$ cat config.mk
export PLATFORM = sky130hd
export DESIGN_NAME = vt4_cfg_regs
export DESIGN_NICKNAME = d
export VERILOG_FILES = /design/src/design/vt4_pkg.sv /design/src/design/vt4_cfg_regs.sv
export SDC_FILE = /design/constraint.sdc
export NUM_CORES = 1
export LEC_CHECK = 0
export CAP_MARGIN = 20
export CORE_AREA = 2 2 131 133
export CTS_BUF_LIST = sky130_fd_sc_hd__clkbuf_4 sky130_fd_sc_hd__clkbuf_8
export CTS_CLUSTER_DIAMETER = 80
export CTS_CLUSTER_SIZE = 24
export DETAILED_ROUTE_END_ITERATION = 10
export DIE_AREA = 0 0 133 135
export DONT_BUFFER_PORTS = 1
export GPL_TIMING_DRIVEN = 0
export PLACE_DENSITY = 0.78
export SETUP_SLACK_MARGIN = 0.3
export SYNTH_ARGS = -nofsm -noshare
export SYNTH_HDL_FRONTEND = slang
export SYNTH_SLANG_ARGS = --single-unit
$ cat constraint.sdc
create_clock -name clk -period 0.9 [get_ports clk]
set_input_delay 0.225 -clock clk [delete_from_list [all_inputs] [get_ports clk]]
set_output_delay 0.225 -clock clk [all_outputs]
set_load 0.01 [all_outputs]
$ cat src/design/vt4_pkg.sv
`default_nettype none
// ---------------------------------------------------------------------------
// vt4_pkg
// Shared widths, types and reset constants for the 4x4 vertex transform.
// ---------------------------------------------------------------------------
package vt4_pkg;

	// Matrix and vertex geometry.
	localparam int NUM_ROWS = 4;
	localparam int NUM_COMP = 4;
	localparam int IDX_W    = $clog2(NUM_ROWS);

	// Fixed-point widths: Q4.12 coefficients, Q8.8 components, Q16.8 results.
	localparam int COEF_W     = 16;
	localparam int ROW_W      = COEF_W * NUM_COMP;
	localparam int VTX_W      = 16;
	localparam int OUT_W      = 24;
	localparam int PROD_W     = COEF_W + VTX_W;
	localparam int PAIR_W     = PROD_W + 1;
	localparam int SUM_W      = PROD_W + 2;
	localparam int FRAC_SHIFT = 12;

	// Coefficient value 1.0 in Q4.12.
	localparam logic [COEF_W-1:0] COEF_ONE = COEF_W'(1) << FRAC_SHIFT;

	// Half of one result LSB, added before the floor shift.
	localparam logic signed [SUM_W-1:0] ROUND_HALF = SUM_W'(1) << (FRAC_SHIFT - 1);

	// Saturation bounds of the 24-bit result, sign-extended to the sum width.
	localparam logic signed [SUM_W-1:0] OUT_MAX = SUM_W'((64'sd1 <<< (OUT_W - 1)) - 64'sd1);
	localparam logic signed [SUM_W-1:0] OUT_MIN = SUM_W'(-(64'sd1 <<< (OUT_W - 1)));

	typedef logic [NUM_ROWS-1:0][ROW_W-1:0]  matrix_t;
	typedef logic [NUM_COMP-1:0][VTX_W-1:0]  vertex_t;
	typedef logic [OUT_W-1:0]                result_t;

	// Reset value of row r: identity, 1.0 on the diagonal.
	function automatic logic [ROW_W-1:0] row_reset(input int r);
		logic [ROW_W-1:0] v;
		v = ROW_W'(COEF_ONE) << (COEF_W * r);
		return v;
	endfunction

endpackage
`default_nettype wire

$ cat src/design/vt4_cfg_regs.sv
`default_nettype none
// ---------------------------------------------------------------------------
// vt4_cfg_regs
// Matrix row registers, written through the plain configuration port.
// ---------------------------------------------------------------------------
module vt4_cfg_regs (
	input  wire logic                    clk,
	input  wire logic                    arst_n,
	input  wire logic                    cfg_we,
	input  wire logic [vt4_pkg::IDX_W-1:0] cfg_index,
	input  wire logic [vt4_pkg::ROW_W-1:0] cfg_data,
	output vt4_pkg::matrix_t             rows
);
	import vt4_pkg::*;

	matrix_t row_q;

	// Rows come out of reset as the identity matrix; a write replaces one row.
	always_ff @(posedge clk or negedge arst_n) begin
		if (!arst_n) begin
			for (int r = 0; r < NUM_ROWS; r++) begin
				row_q[r] <= row_reset(r);
			end
		end else if (cfg_we) begin
			row_q[cfg_index] <= cfg_data;
		end
	end

	assign rows = row_q;

endmodule
`default_nettype wire

Yosys cells after proc, flatten, opt, wreduce, memory -nomap -nowiden
Index checks and enable logic that the tools add are counted.
- register bits: 256
- bits of input ports: 69
- output and inout port bits: 256
- word-level logic and storage cells: 10
- magnitude comparators: 2
- mux-type cells: 3
- reduce and logical (&&, ||, !) cells: 1
- operators with widths (kind ; count):
    $bwmux W256 ; 1
    $demux W64 S2 ; 1
    $mux W64 ; 1
    $lt A2 B3 Y1 const B ; 1
    $ge A2 B1 Y1 const B ; 1
    $logic_and A1 B1 Y1 ; 1

Longest topological paths before layout
- depth after elaboration: 5
- mapped depth: 4
- mapped depth without buffers: 2

Least setup slack after synthesis
No wires, ideal clock.
- kind: in2reg
- start: input cfg_index[0] (netlist bit)
- end: register row_q, in the netlist rows[0]
- library setup time: 127 ps
- data arrival time: 1028 ps
- required time: 773 ps
- slack: -256 ps
- cell stages on the path: 4
- path buffers: 2
- cell sequence: nor3b_2 -> buf_4 -> buf_6 -> mux2_1
- longest elaborated chain between the ends: 5
- elaborated cells between the ends (all ways): 6
- those cells by class: order compare: 2; mux: 3; reduce/logical: 1
- ends and longest elaborated chain (what ; line ; source):
    start: declaration ; vt4_cfg_regs.sv:10 ; input wire logic [vt4_pkg::IDX_W-1:0] cfg_index,
    $lt A2 B3 Y1 (not written as such) or $ge A2 B1 Y1 (tied branches) ; vt4_cfg_regs.sv:25 ; row_q[cfg_index] <= cfg_data;
    $logic_and A1 B1 Y1 (not written as such) ; vt4_cfg_regs.sv:25 ;
    $mux W64 (not written as such) ; vt4_cfg_regs.sv:25 ;
    $demux W64 S2 (*) ; vt4_cfg_regs.sv:25 ;
    $bwmux W256 (*) ; vt4_cfg_regs.sv:25 ;
    end signal: indexed assignment ; vt4_cfg_regs.sv:22 ; row_q[r] <= row_reset(r);
    end signal: indexed assignment ; vt4_cfg_regs.sv:25 ;
    end: declaration ; vt4_cfg_regs.sv:16 ; matrix_t row_q;
Mark *: on every way between the ends. The rest lies on a longest branch, timed or not.
A chain may end at the register's enable or synchronous reset.

Final worst setup path
- start: register row_q, in the netlist rows[92]
- end: output rows[92] (netlist bit)
- RTL lines (what ; line ; source):
    end: declaration ; vt4_cfg_regs.sv:12 ; output vt4_pkg::matrix_t rows
No word-level cell between the ends.

==> impl_metrics.tcl <==
set metrics [dict create \
    seqPwrFrac_pct 64.7 \
    status "complete, but fails checks" \
    setup-tns-final_ps -74610 \
    antenna_found_initial 0 \
    finalNonFillerCells 786 \
    detail_route.wirelength_um 22600 \
    netlist-cell-type-count 11 \
    max_slew_margin_pct 80.8 \
    design.die.area_sq_mm 0.0180 \
    fin_hold_ws_ps -614 \
    route.detailed.drc 0 \
    hold_vio_cnt_final 508 \
    hold_class "in2async" \
    final-seq-area_sq_mm 0.00644 \
    floorplan.core_area_sq_mm 0.0164 \
    avgViaCountPerCell 6.04 \
    startpoint_class_of_the_critical_path "flop" \
    starting_density_of_the_core_pct 59.8 \
    cp.depth 0 \
    post-cts-setup-buffer-count 0 \
    clk_root_buffer_cell "sky130_fd_sc_hd__clkbuf_8" \
    finish.instance_area_sq_mm 0.0112 \
    tritoncts "built" \
    first_global_vias 5280 \
    critical_path_arrival_ps 1120 \
    power_switching_w 0.00735 \
    post_route_cells_drive_above_1_share_pct 58.3 \
    clk_latency_ps 510 \
    cts_hold_repair.buffers 1 \
    layout_worst_path_cycle_share_pct 150 \
    finalWorstPathRequiredPeriod_ps 1350 \
    die_x_um 133 \
    layout.cells.most_common_list "251 x sky130_fd_sc_hd__mux2_4, 232 x sky130_fd_sc_hd__dfrtp_1, 20 x sky130_fd_sc_hd__dfrtp_2" \
    max_cap_viol_count 0 \
    finalSetupViolations 256 \
    worst_r2r_path_depth 1 \
    worstSetupEndpointType "output pin" \
    yosys_warnings 0 \
    floorplan.rows 47 \
    multi_input_area_sq_mm 0.00388 \
    drtIter0Drc 261 \
    layout_commonest_cell "sky130_fd_sc_hd__mux2_4" \
    detailroute.via_count 4751 \
    mappedNetlistArea_sq_mm 0.00981 \
    peakVddDrop_mv 1.31 \
    criticalPathCategory "reg2out" \
    swShare_pct 28.4 \
    post-place-ws_ps -413 \
    global_route.usage.total_pct 24.9 \
    grt-ovfl-total 0 \
    finalWeightedCongestion 0.824 \
    top_level_pins 325 \
    maximum_number_of_pins_on_one_net_before_global_route_repair 257 \
    timing.critical_path.required_ps 670 \
    area_growth_syn_to_layout_pct 14.2 \
    p_int_w 0.0186 \
    port_buffers 0 \
    detailedPlacementHpwl_um 15200 \
    ys_seq_area_share_pct 65.3 \
    fin_worst_skew_ps 0 \
    syn-num-nets 612 \
    route.antenna.remaining_nets 0 \
    maxClockFrequency_ghz 0.742 \
    power.share.clock_pct 20.0 \
    die_y_um 135 \
    worst-slew-pin-transition_ps 289 \
    first_pass_iters 4 \
    maximum_fanout_along_the_worst_path 2 \
    fillers 1030 \
    cts_inserted_buffers 14 \
    synth_seq_cells 256 \
    cts_buffer_depth 3 \
    h-tree-depth 1 \
    syn_area_per_cell_sq_um 18.1 \
    synth_cells 543 \
    clock_sink_count 256 \
    cts.clk_slew.worst_paths_ps 140 \
    power_density_mw_per_mm2 2310 \
    postLayoutSetupSlackWorst_ps -448 \
    power_leakage_nw 5.56 \
    dp_cells 763 \
    largest_register_ffs 256 \
    rsz_0062_raised_after_global_routing "yes" \
    p_comb_share_pct 15.2 \
    fin_nets 629 \
    antenna_cells 0 \
    grt_first_pass_wirelength_um 34500 \
    timing_max_transition_violations_final 0 \
    placement.cell_area_sq_mm 0.0105 \
    failed_checks "hold timing, setup timing" \
    average_wire_length_per_cell_after_detail_routing_um 28.8 \
]
-- synthesized netlist by cell type --
cell	n	area share (%)
sky130_fd_sc_hd__mux2_1	65	7.5
sky130_fd_sc_hd__dfstp_2	4	1.1
sky130_fd_sc_hd__mux2_4	60	9.2
sky130_fd_sc_hd__buf_4	3	0.23
sky130_fd_sc_hd__dfrtp_1	252	64
sky130_fd_sc_hd__nand3b_1	2	0.15
sky130_fd_sc_hd__buf_2	6	0.31
sky130_fd_sc_hd__nor3b_2	1	0.13
sky130_fd_sc_hd__buf_6	18	2.1
sky130_fd_sc_hd__nand3_2	1	0.10
sky130_fd_sc_hd__mux2_2	131	15
-- logic make-up (layout without fill, tap and decap cells) --
logic type / count (synthesis) / after routing / synth area share (%)
buffers and inverters: 27 / 50 / 2.60
DFF: 256 / 256 / 65.3
muxes: 256 / 256 / 31.7
and+or+nand+nor: 4 / 4 / 0.382
-- repair_timing --
action / CTS / global route
gates cloned: 0 / 0
endpoints found under the setup margin: 512 / 512
hold endpoints to repair: 512 / 508
gates resized for setup: 126 / 17
pin swaps: 0 / 0
-- metrics by stage --
step	utilization [%]	total power, W
2_1_floorplan	-	0.0188
3_3_place_gp	63.7	0.0197
3_5_place_dp	63.7	0.0200
4_1_cts	68.1	0.0260
5_1_grt	68.3	0.0269
6_report	68.3	0.0259
-- metal layers --
metal  global-route usage, %  part of all wire (%)
met3                    8.93                   9.9
met4                    7.59                   3.1
met5                       0                     0
met2                    41.1                    49
met1                    31.0                    38
-- final cells by class --
class                      instances  share of cell area (%)
clock inverter                     1                  0.0782
multi-input combinational        260                    34.6
sequential                       256                    57.4
tap                              220                    2.46
buffer                            27                    3.11
timing repair buffer               1                  0.0893
clock buffer                      21                    2.24
-- worst paths after layout --
| path | start | end | slack, ps |
|---|---|---|---|
| worst max register to register | rows[174] | rows[174] | 40 |
| min in group clk | cfg_data[59] | rows[251] | -160 |
| max in group asynchronous | arst_n | rows[252] | 1200 |
| worst min-delay path | arst_n | rows[25] | -610 |
| worst max-delay path | rows[92] | rows[92] | -450 |
| worst min register to register | rows[85] | rows[85] | 600 |
-- power by group through the flow --
stage               Sequential [W]  Combinational, W  Clock, W
floorplan                   0.0160           0.00280         0
global placement            0.0167           0.00296         0
global route                0.0170           0.00420   0.00574
detailed placement          0.0169           0.00317         0
finish                      0.0168           0.00395   0.00519
CTS                         0.0167           0.00394   0.00531
No activity file was read; power rests on OpenSTA's default activity.
