[src/design/vt4_pkg.sv]
`default_nettype none
// ---------------------------------------------------------------------------
// vt4_pkg
// Shared widths, types and reset constants for the 4x4 vertex transform.
// ---------------------------------------------------------------------------
package vt4_pkg;

	// Matrix and vertex geometry.
	localparam int NUM_ROWS = 4;
	localparam int NUM_COMP = 4;
	localparam int IDX_W    = $clog2(NUM_ROWS);

	// Fixed-point widths: Q4.12 coefficients, Q8.8 components, Q16.8 results.
	localparam int COEF_W     = 16;
	localparam int ROW_W      = COEF_W * NUM_COMP;
	localparam int VTX_W      = 16;
	localparam int OUT_W      = 24;
	localparam int PROD_W     = COEF_W + VTX_W;
	localparam int PAIR_W     = PROD_W + 1;
	localparam int SUM_W      = PROD_W + 2;
	localparam int FRAC_SHIFT = 12;

	// Coefficient value 1.0 in Q4.12.
	localparam logic [COEF_W-1:0] COEF_ONE = COEF_W'(1) << FRAC_SHIFT;

	// Half of one result LSB, added before the floor shift.
	localparam logic signed [SUM_W-1:0] ROUND_HALF = SUM_W'(1) << (FRAC_SHIFT - 1);

	// Saturation bounds of the 24-bit result, sign-extended to the sum width.
	localparam logic signed [SUM_W-1:0] OUT_MAX = SUM_W'((64'sd1 <<< (OUT_W - 1)) - 64'sd1);
	localparam logic signed [SUM_W-1:0] OUT_MIN = SUM_W'(-(64'sd1 <<< (OUT_W - 1)));

	typedef logic [NUM_ROWS-1:0][ROW_W-1:0]  matrix_t;
	typedef logic [NUM_COMP-1:0][VTX_W-1:0]  vertex_t;
	typedef logic [OUT_W-1:0]                result_t;

	// Reset value of row r: identity, 1.0 on the diagonal.
	function automatic logic [ROW_W-1:0] row_reset(input int r);
		logic [ROW_W-1:0] v;
		v = ROW_W'(COEF_ONE) << (COEF_W * r);
		return v;
	endfunction

endpackage
`default_nettype wire

[src/design/vt4_row_dot.sv]
`default_nettype none
// ---------------------------------------------------------------------------
// vt4_row_dot
// One matrix row times the vertex: multiply, pair add, then final add with
// rounding and saturation, one register stage each.
// ---------------------------------------------------------------------------
module vt4_row_dot (
	input  wire logic                      clk,
	input  wire logic [vt4_pkg::ROW_W-1:0] row,
	input  wire vt4_pkg::vertex_t          vtx_s1,
	output vt4_pkg::result_t               res_s4
);
	import vt4_pkg::*;

	logic signed [PROD_W-1:0] prod_s2 [NUM_COMP];
	logic signed [PAIR_W-1:0] pair_s3 [2];
	logic signed [SUM_W-1:0]  sum_c;
	logic signed [SUM_W-1:0]  rnd_c;
	logic signed [SUM_W-1:0]  sat_c;

	// Stage 2: four independent 16x16 signed products.
	always_ff @(posedge clk) begin
		for (int k = 0; k < NUM_COMP; k++) begin
			prod_s2[k] <= $signed(row[COEF_W*k +: COEF_W]) * $signed(vtx_s1[k]);
		end
	end

	// Stage 3: add the products in pairs.
	always_ff @(posedge clk) begin
		pair_s3[0] <= PAIR_W'(prod_s2[0]) + PAIR_W'(prod_s2[1]);
		pair_s3[1] <= PAIR_W'(prod_s2[2]) + PAIR_W'(prod_s2[3]);
	end

	// Final sum with half an LSB added, then an arithmetic shift floors it.
	always_comb begin
		sum_c = SUM_W'(pair_s3[0]) + SUM_W'(pair_s3[1]) + ROUND_HALF;
		rnd_c = sum_c >>> FRAC_SHIFT;
		if (rnd_c > OUT_MAX) begin
			sat_c = OUT_MAX;
		end else if (rnd_c < OUT_MIN) begin
			sat_c = OUT_MIN;
		end else begin
			sat_c = rnd_c;
		end
	end

	// Stage 4: registered result word.
	always_ff @(posedge clk) begin
		res_s4 <= sat_c[OUT_W-1:0];
	end

endmodule
`default_nettype wire

[config.mk]
export PLATFORM = sky130hd
export DESIGN_NAME = vt4_row_dot
export DESIGN_NICKNAME = d
export VERILOG_FILES = /design/src/design/vt4_pkg.sv /design/src/design/vt4_row_dot.sv
export SDC_FILE = /design/constraint.sdc
export NUM_CORES = 2
export LEC_CHECK = 0
export BUFFER_PORTS_ARGS = -buffer_cell sky130_fd_sc_hd__clkbuf_2
export CAP_MARGIN = 20
export CORE_MARGIN = 2
export CORE_UTILIZATION = 60
export CTS_BUF_LIST = sky130_fd_sc_hd__clkbuf_8
export DETAILED_ROUTE_END_ITERATION = 10
export PLACE_DENSITY = 0.76
export SKIP_LAST_GASP = 1
export SLEW_MARGIN = 20
export SYNTH_ARGS = -nofsm -noshare
export SYNTH_HDL_FRONTEND = slang
export SYNTH_SLANG_ARGS = --single-unit
[constraint.sdc]
create_clock -name clk -period 7.05 [get_ports clk]
set_input_delay 0.3525 -clock clk [delete_from_list [all_inputs] [get_ports clk]]
set_output_delay 0.3525 -clock clk [all_outputs]
set_load 0.02 [all_outputs]
==> Word-level counts from Yosys, hierarchy flattened <==
Memories as Yosys holds them, arrays and structs flattened.
Index checks and enable logic that the tools add are counted.
{ "op_classes": {"n_addsub": 4, "mul": 4, "magnitude_cmp": 2, "n_mux": 1} }
{ "op_table": {"columns": ["op", "n"], "rows": [
  ["$mul A16 B16 Y32", 4],
  ["$add A32 B32 Y33", 2],
  ["$add A33 B33 Y34", 1],
  ["$add A34 B13 Y34 const B", 1],
  ["$gt A22 B24 Y1 const B", 1],
  ["$lt A22 B24 Y1 const B", 1],
  ["$mux W24", 1]
]} }
{ "word_totals": {"reg_bits": 24, "ram_bits": 194, "in_bits": 129, "output_inout_bits": 24, "elab_cells": 14, "mem_count": 2} }
{ "memory_table": {"columns": ["name", "words", "word_bits", "read_ports", "rd_clocked_by_memory_dff", "wr", "line", "text"], "rows": [
  ["prod_s2", 4, 32, 4, 0, 4, "vt4_row_dot.sv:15", "logic signed [PROD_W-1:0] prod_s2 [NUM_COMP];"],
  ["pair_s3", 2, 33, 2, 0, 2, "vt4_row_dot.sv:16", "logic signed [PAIR_W-1:0] pair_s3 [2];"]
]} }

==> Longest topological paths before layout <==
An unclocked memory read counts as a cell.
{ "depth": {"ltp_word": 5, "depth_mapped": 24, "mapped_depth_nobuf": 23} }

==> Least setup slack after synthesis <==
OpenSTA, ideal clock, no wires.
{ "synth_timing": {"path_kind": "in2reg", "from": "in vtx_s1[17] (netlist name)", "to": "mem prod_s2[1][31] (netlist name)", "setup_time_ps": 116, "t_arrival_ps": 5788, "required_ps": 6934, "path_slack_ps": 1146, "stages": 21, "n_path_buf": 1, "path_cell_list": "clkbuf_1 > nand2_1 > inv_1 > fa_1 > fa_1 > fa_1 > fa_1 > fa_1 > inv_1 > fa_1 > inv_1 > ha_1 > a21o_1 > a21o_1 > a21o_1 > a21oi_1 > o21ai_0 > a31oi_1 > o311ai_1 > a2111o_1 > o211a_1"} }
{ "synth_lines": {"columns": ["item", "line", "text"], "rows": [
  ["start, declared", "vt4_row_dot.sv:10", "input wire vt4_pkg::vertex_t vtx_s1,"],
  ["end, declared", "vt4_row_dot.sv:15", null]
]} }

==> results.sh <==
export IMPL_final_hold_viol_count=0
export IMPL_yosys_area_top_type="fa_1"
export IMPL_die_h_um=288
export IMPL_vias=34328
export IMPL_placedCellCount=6239
export IMPL_synth_flop_cell="dfxtp_1"
export IMPL_dp_hpwl_mm=94.0
export IMPL_setup_violations_final=0
export IMPL_slew_limit_headroom_pct=59.1
export IMPL_skew_ns=0.0461
export IMPL_hp_class="input pin to register"
export IMPL_gr_total_overflow=0
export IMPL_core_um2=80200
export IMPL_place_area_um2=50000
export IMPL_grt_pass1_wl_mm=185
export IMPL_grt_start_max_net_pins=17
export IMPL_place_ws_ns=0.617
export IMPL_start_util_pct=60.4
export IMPL_fin_nets=6854
export IMPL_pin_count=153
export IMPL_cts_hold_buf=0
export IMPL_via_per_inst=5.44
export IMPL_wl_per_cell_um=17.4
export IMPL_syn_area_um2=48400
export IMPL_syn_instance_count=5164
export IMPL_first_iter_violations=2097
export IMPL_cp_required_ns=7.49
export IMPL_status="complete, no violations"
export IMPL_path_max_fanout=16
export IMPL_clkTransAtPathRegs_ns=0.06
export IMPL_rsz0062_at_grt="false"
export IMPL_grt_pass1_vias=36385
export IMPL_wl_mm=110
export IMPL_cts_buffer_depth=3
export IMPL_cap_violations=0
export IMPL_yosysTopAreaCellShare_pct=43.4
export IMPL_drc=0
export IMPL_period_share_pct=83.6
export IMPL_synthArstFlopShare_pct=0
export IMPL_cts_sinks=217
export IMPL_crit_type="input pin to register"
export IMPL_rows=104
export IMPL_syn2layout_area_growth_pct=4.94
export IMPL_worstPathCellList="clkbuf_2 -> and2_1 -> fa_1 -> inv_1 -> fa_1 -> fa_1 -> inv_1 -> fa_1 -> fa_1 -> inv_1 -> fa_1 -> inv_1 -> ha_1 -> nand2_1 -> or3_1 -> nand2_1 -> nor3_1 -> a2111oi_2 -> o32a_1 -> nand3_1 -> o2bb2ai_1 -> xnor2_1"
export IMPL_cp_slowest_cell="fa_1"
export IMPL_cts_resized=0
export IMPL_layout_common_cells="inv_1, fa_1, nand2_1"
export IMPL_cp_start_kind="input pin"
export IMPL_synth_cell_type_count=90
export IMPL_critPathCaptureType="register"
export IMPL_layout_setup_ws_ns=1.16
export IMPL_ant_nets=0
export IMPL_synth_edf_count=0
export IMPL_use_met3_pct=3.56
export IMPL_met1_usage_pct=38.7
export IMPL_insertion_delay_ns=0.60
export IMPL_layout_commonest_cell="inv_1"
export IMPL_ys_seq_area_share_pct=8.98
export IMPL_fin_cells=6306
export IMPL_fin_crit_ns=5.89
export IMPL_postLayoutCellArea_um2=50800
export IMPL_cts_buffers=39
export IMPL_dieArea_um2=83000
export IMPL_grt_use_total_pct=28.0
export IMPL_synth_avg_cell_area_um2=9.37
export IMPL_antenna_found_initial=1
export IMPL_syn_nets=6798
export IMPL_ys_seq_elements=217
export IMPL_drv_slew=0
export IMPL_slowest_delay_ns=0.55
export IMPL_io_buffers=152
export IMPL_tightest_slew_ns=0.609
export IMPL_max_freq_ghz=0.170
export IMPL_fin_tns_setup_ns=0
export IMPL_use_met2_pct=46.7
export IMPL_yosys_warnings=0
export IMPL_arrival_ns=6.33
export IMPL_cts_root_buf="clkbuf_8"
export IMPL_path_common_cell="fa_1"
export IMPL_cts_setup_buffers=0
export IMPL_busiest_layer="met2"
export IMPL_drive_gt1_share_pct=4.88
export IMPL_cts_tree="built"
export IMPL_gp_congestion=0.917
export IMPL_synth_area_leaders="fa_1, ha_1, inv_1, dfxtp_1, and2_1"
export IMPL_first_pass_iters=6
export IMPL_die_x_um=288
export IMPL_htreeDepth=2
## worst max-delay path: cells and delay by family
| family | cells | cell delay, ns |
|---|---|---|
| compound gates | 3 | 0.92 |
| buf+inv | 5 | 0.49 |
| simple gates | 6 | 1.09 |
| fa+ha+maj | 7 | 3.33 |
| xor+xnor | 1 | 0.13 |
## cells in the mapped netlist, types with 10 or more instances
library cell	n
a21oi_1	137
fa_1	1050
a31oi_1	17
o211ai_1	18
nor3_1	34
nand2b_1	42
a211oi_1	13
o21bai_1	21
nand4_1	13
clkbuf_1	138
dfxtp_1	217
and2_1	498
o21a_1	27
nand3b_1	11
o21ai_0	65
inv_1	1194
xor2_1	42
or3_1	10
xnor2_1	159
nand2_1	554
nor2b_1	24
a21o_1	84
nand3_1	31
and3_1	14
nor2_1	131
ha_1	455
## worst paths after layout
kind,startpoint,to,depth (start not counted),slack [ns]
hold reg to reg,prod_s2[2][0]$_DFF_P_,pair_s3[0][33]$_DFF_P_,1,0.45
setup reg to reg,pair_s3[0][12]$_DFF_P_,res_s4[22]$_SDFF_PN1_,11,3.61
setup / recovery,row[58],prod_s2[3][31]$_DFF_P_,22,1.16
hold / removal,vtx_s1[0],prod_s2[0][0]$_DFF_P_,2,0.26
## through the flow
step | utilization (%) | hold slack (ns)
final | 63.4 | 0.260
after global routing | 63.4 | 0.260
after CTS | 63.4 | 0.219
after detailed placement | 62.3 | 0.431
after global placement | 62.3 | 0.440
after floorplan | - | 0.420
## cell type report
| class | instances | area [µm²] |
|---|---|---|
| clock buffers | 46 | 633 |
| flip-flops and latches | 217 | 4340 |
| fillers | 6735 | 29400 |
| repair buffers | 158 | 806 |
| inverters | 1194 | 4480 |
| clock inverters | 20 | 205 |
| diodes | 1 | 2.50 |
| multi-input cells | 3610 | 39000 |
| well taps | 1060 | 1330 |
## kinds of logic (layout without fill, tap and decap cells)
logic type                 after synthesis  in the layout  share of synthesized area, %
buffers and inverters                 1337           1418                          10.5
muxes                                    5              5                         0.106
xor gates and xnor gates               201            201                          3.64
AOI/OAI and AO/OA                      497            497                          7.06
other                                    0              1                             0
adders and majority gates             1505           1505                          55.2
and+or+nand+nor                       1402           1402                          14.6
DFF                                    217            217                          8.98
## layer usage
| metal | wire length (µm) | vias up |
|---|---|---|
| met4 | 3300 | 0 |
| met1 | 46400 | 17328 |
| met5 | 0 | - |
| li1 | - | 15729 |
| met2 | 53400 | 1090 |
| met3 | 6920 | 181 |
## sequential cells by signal (all words and copies together) (netlist names)
register	cells
pair_s3	66
prod_s2	128
res_s4	23
Power is left out: the tool's default activity adds up to more than one toggle a clock period on the data nets, which glitch-free logic cannot reach.
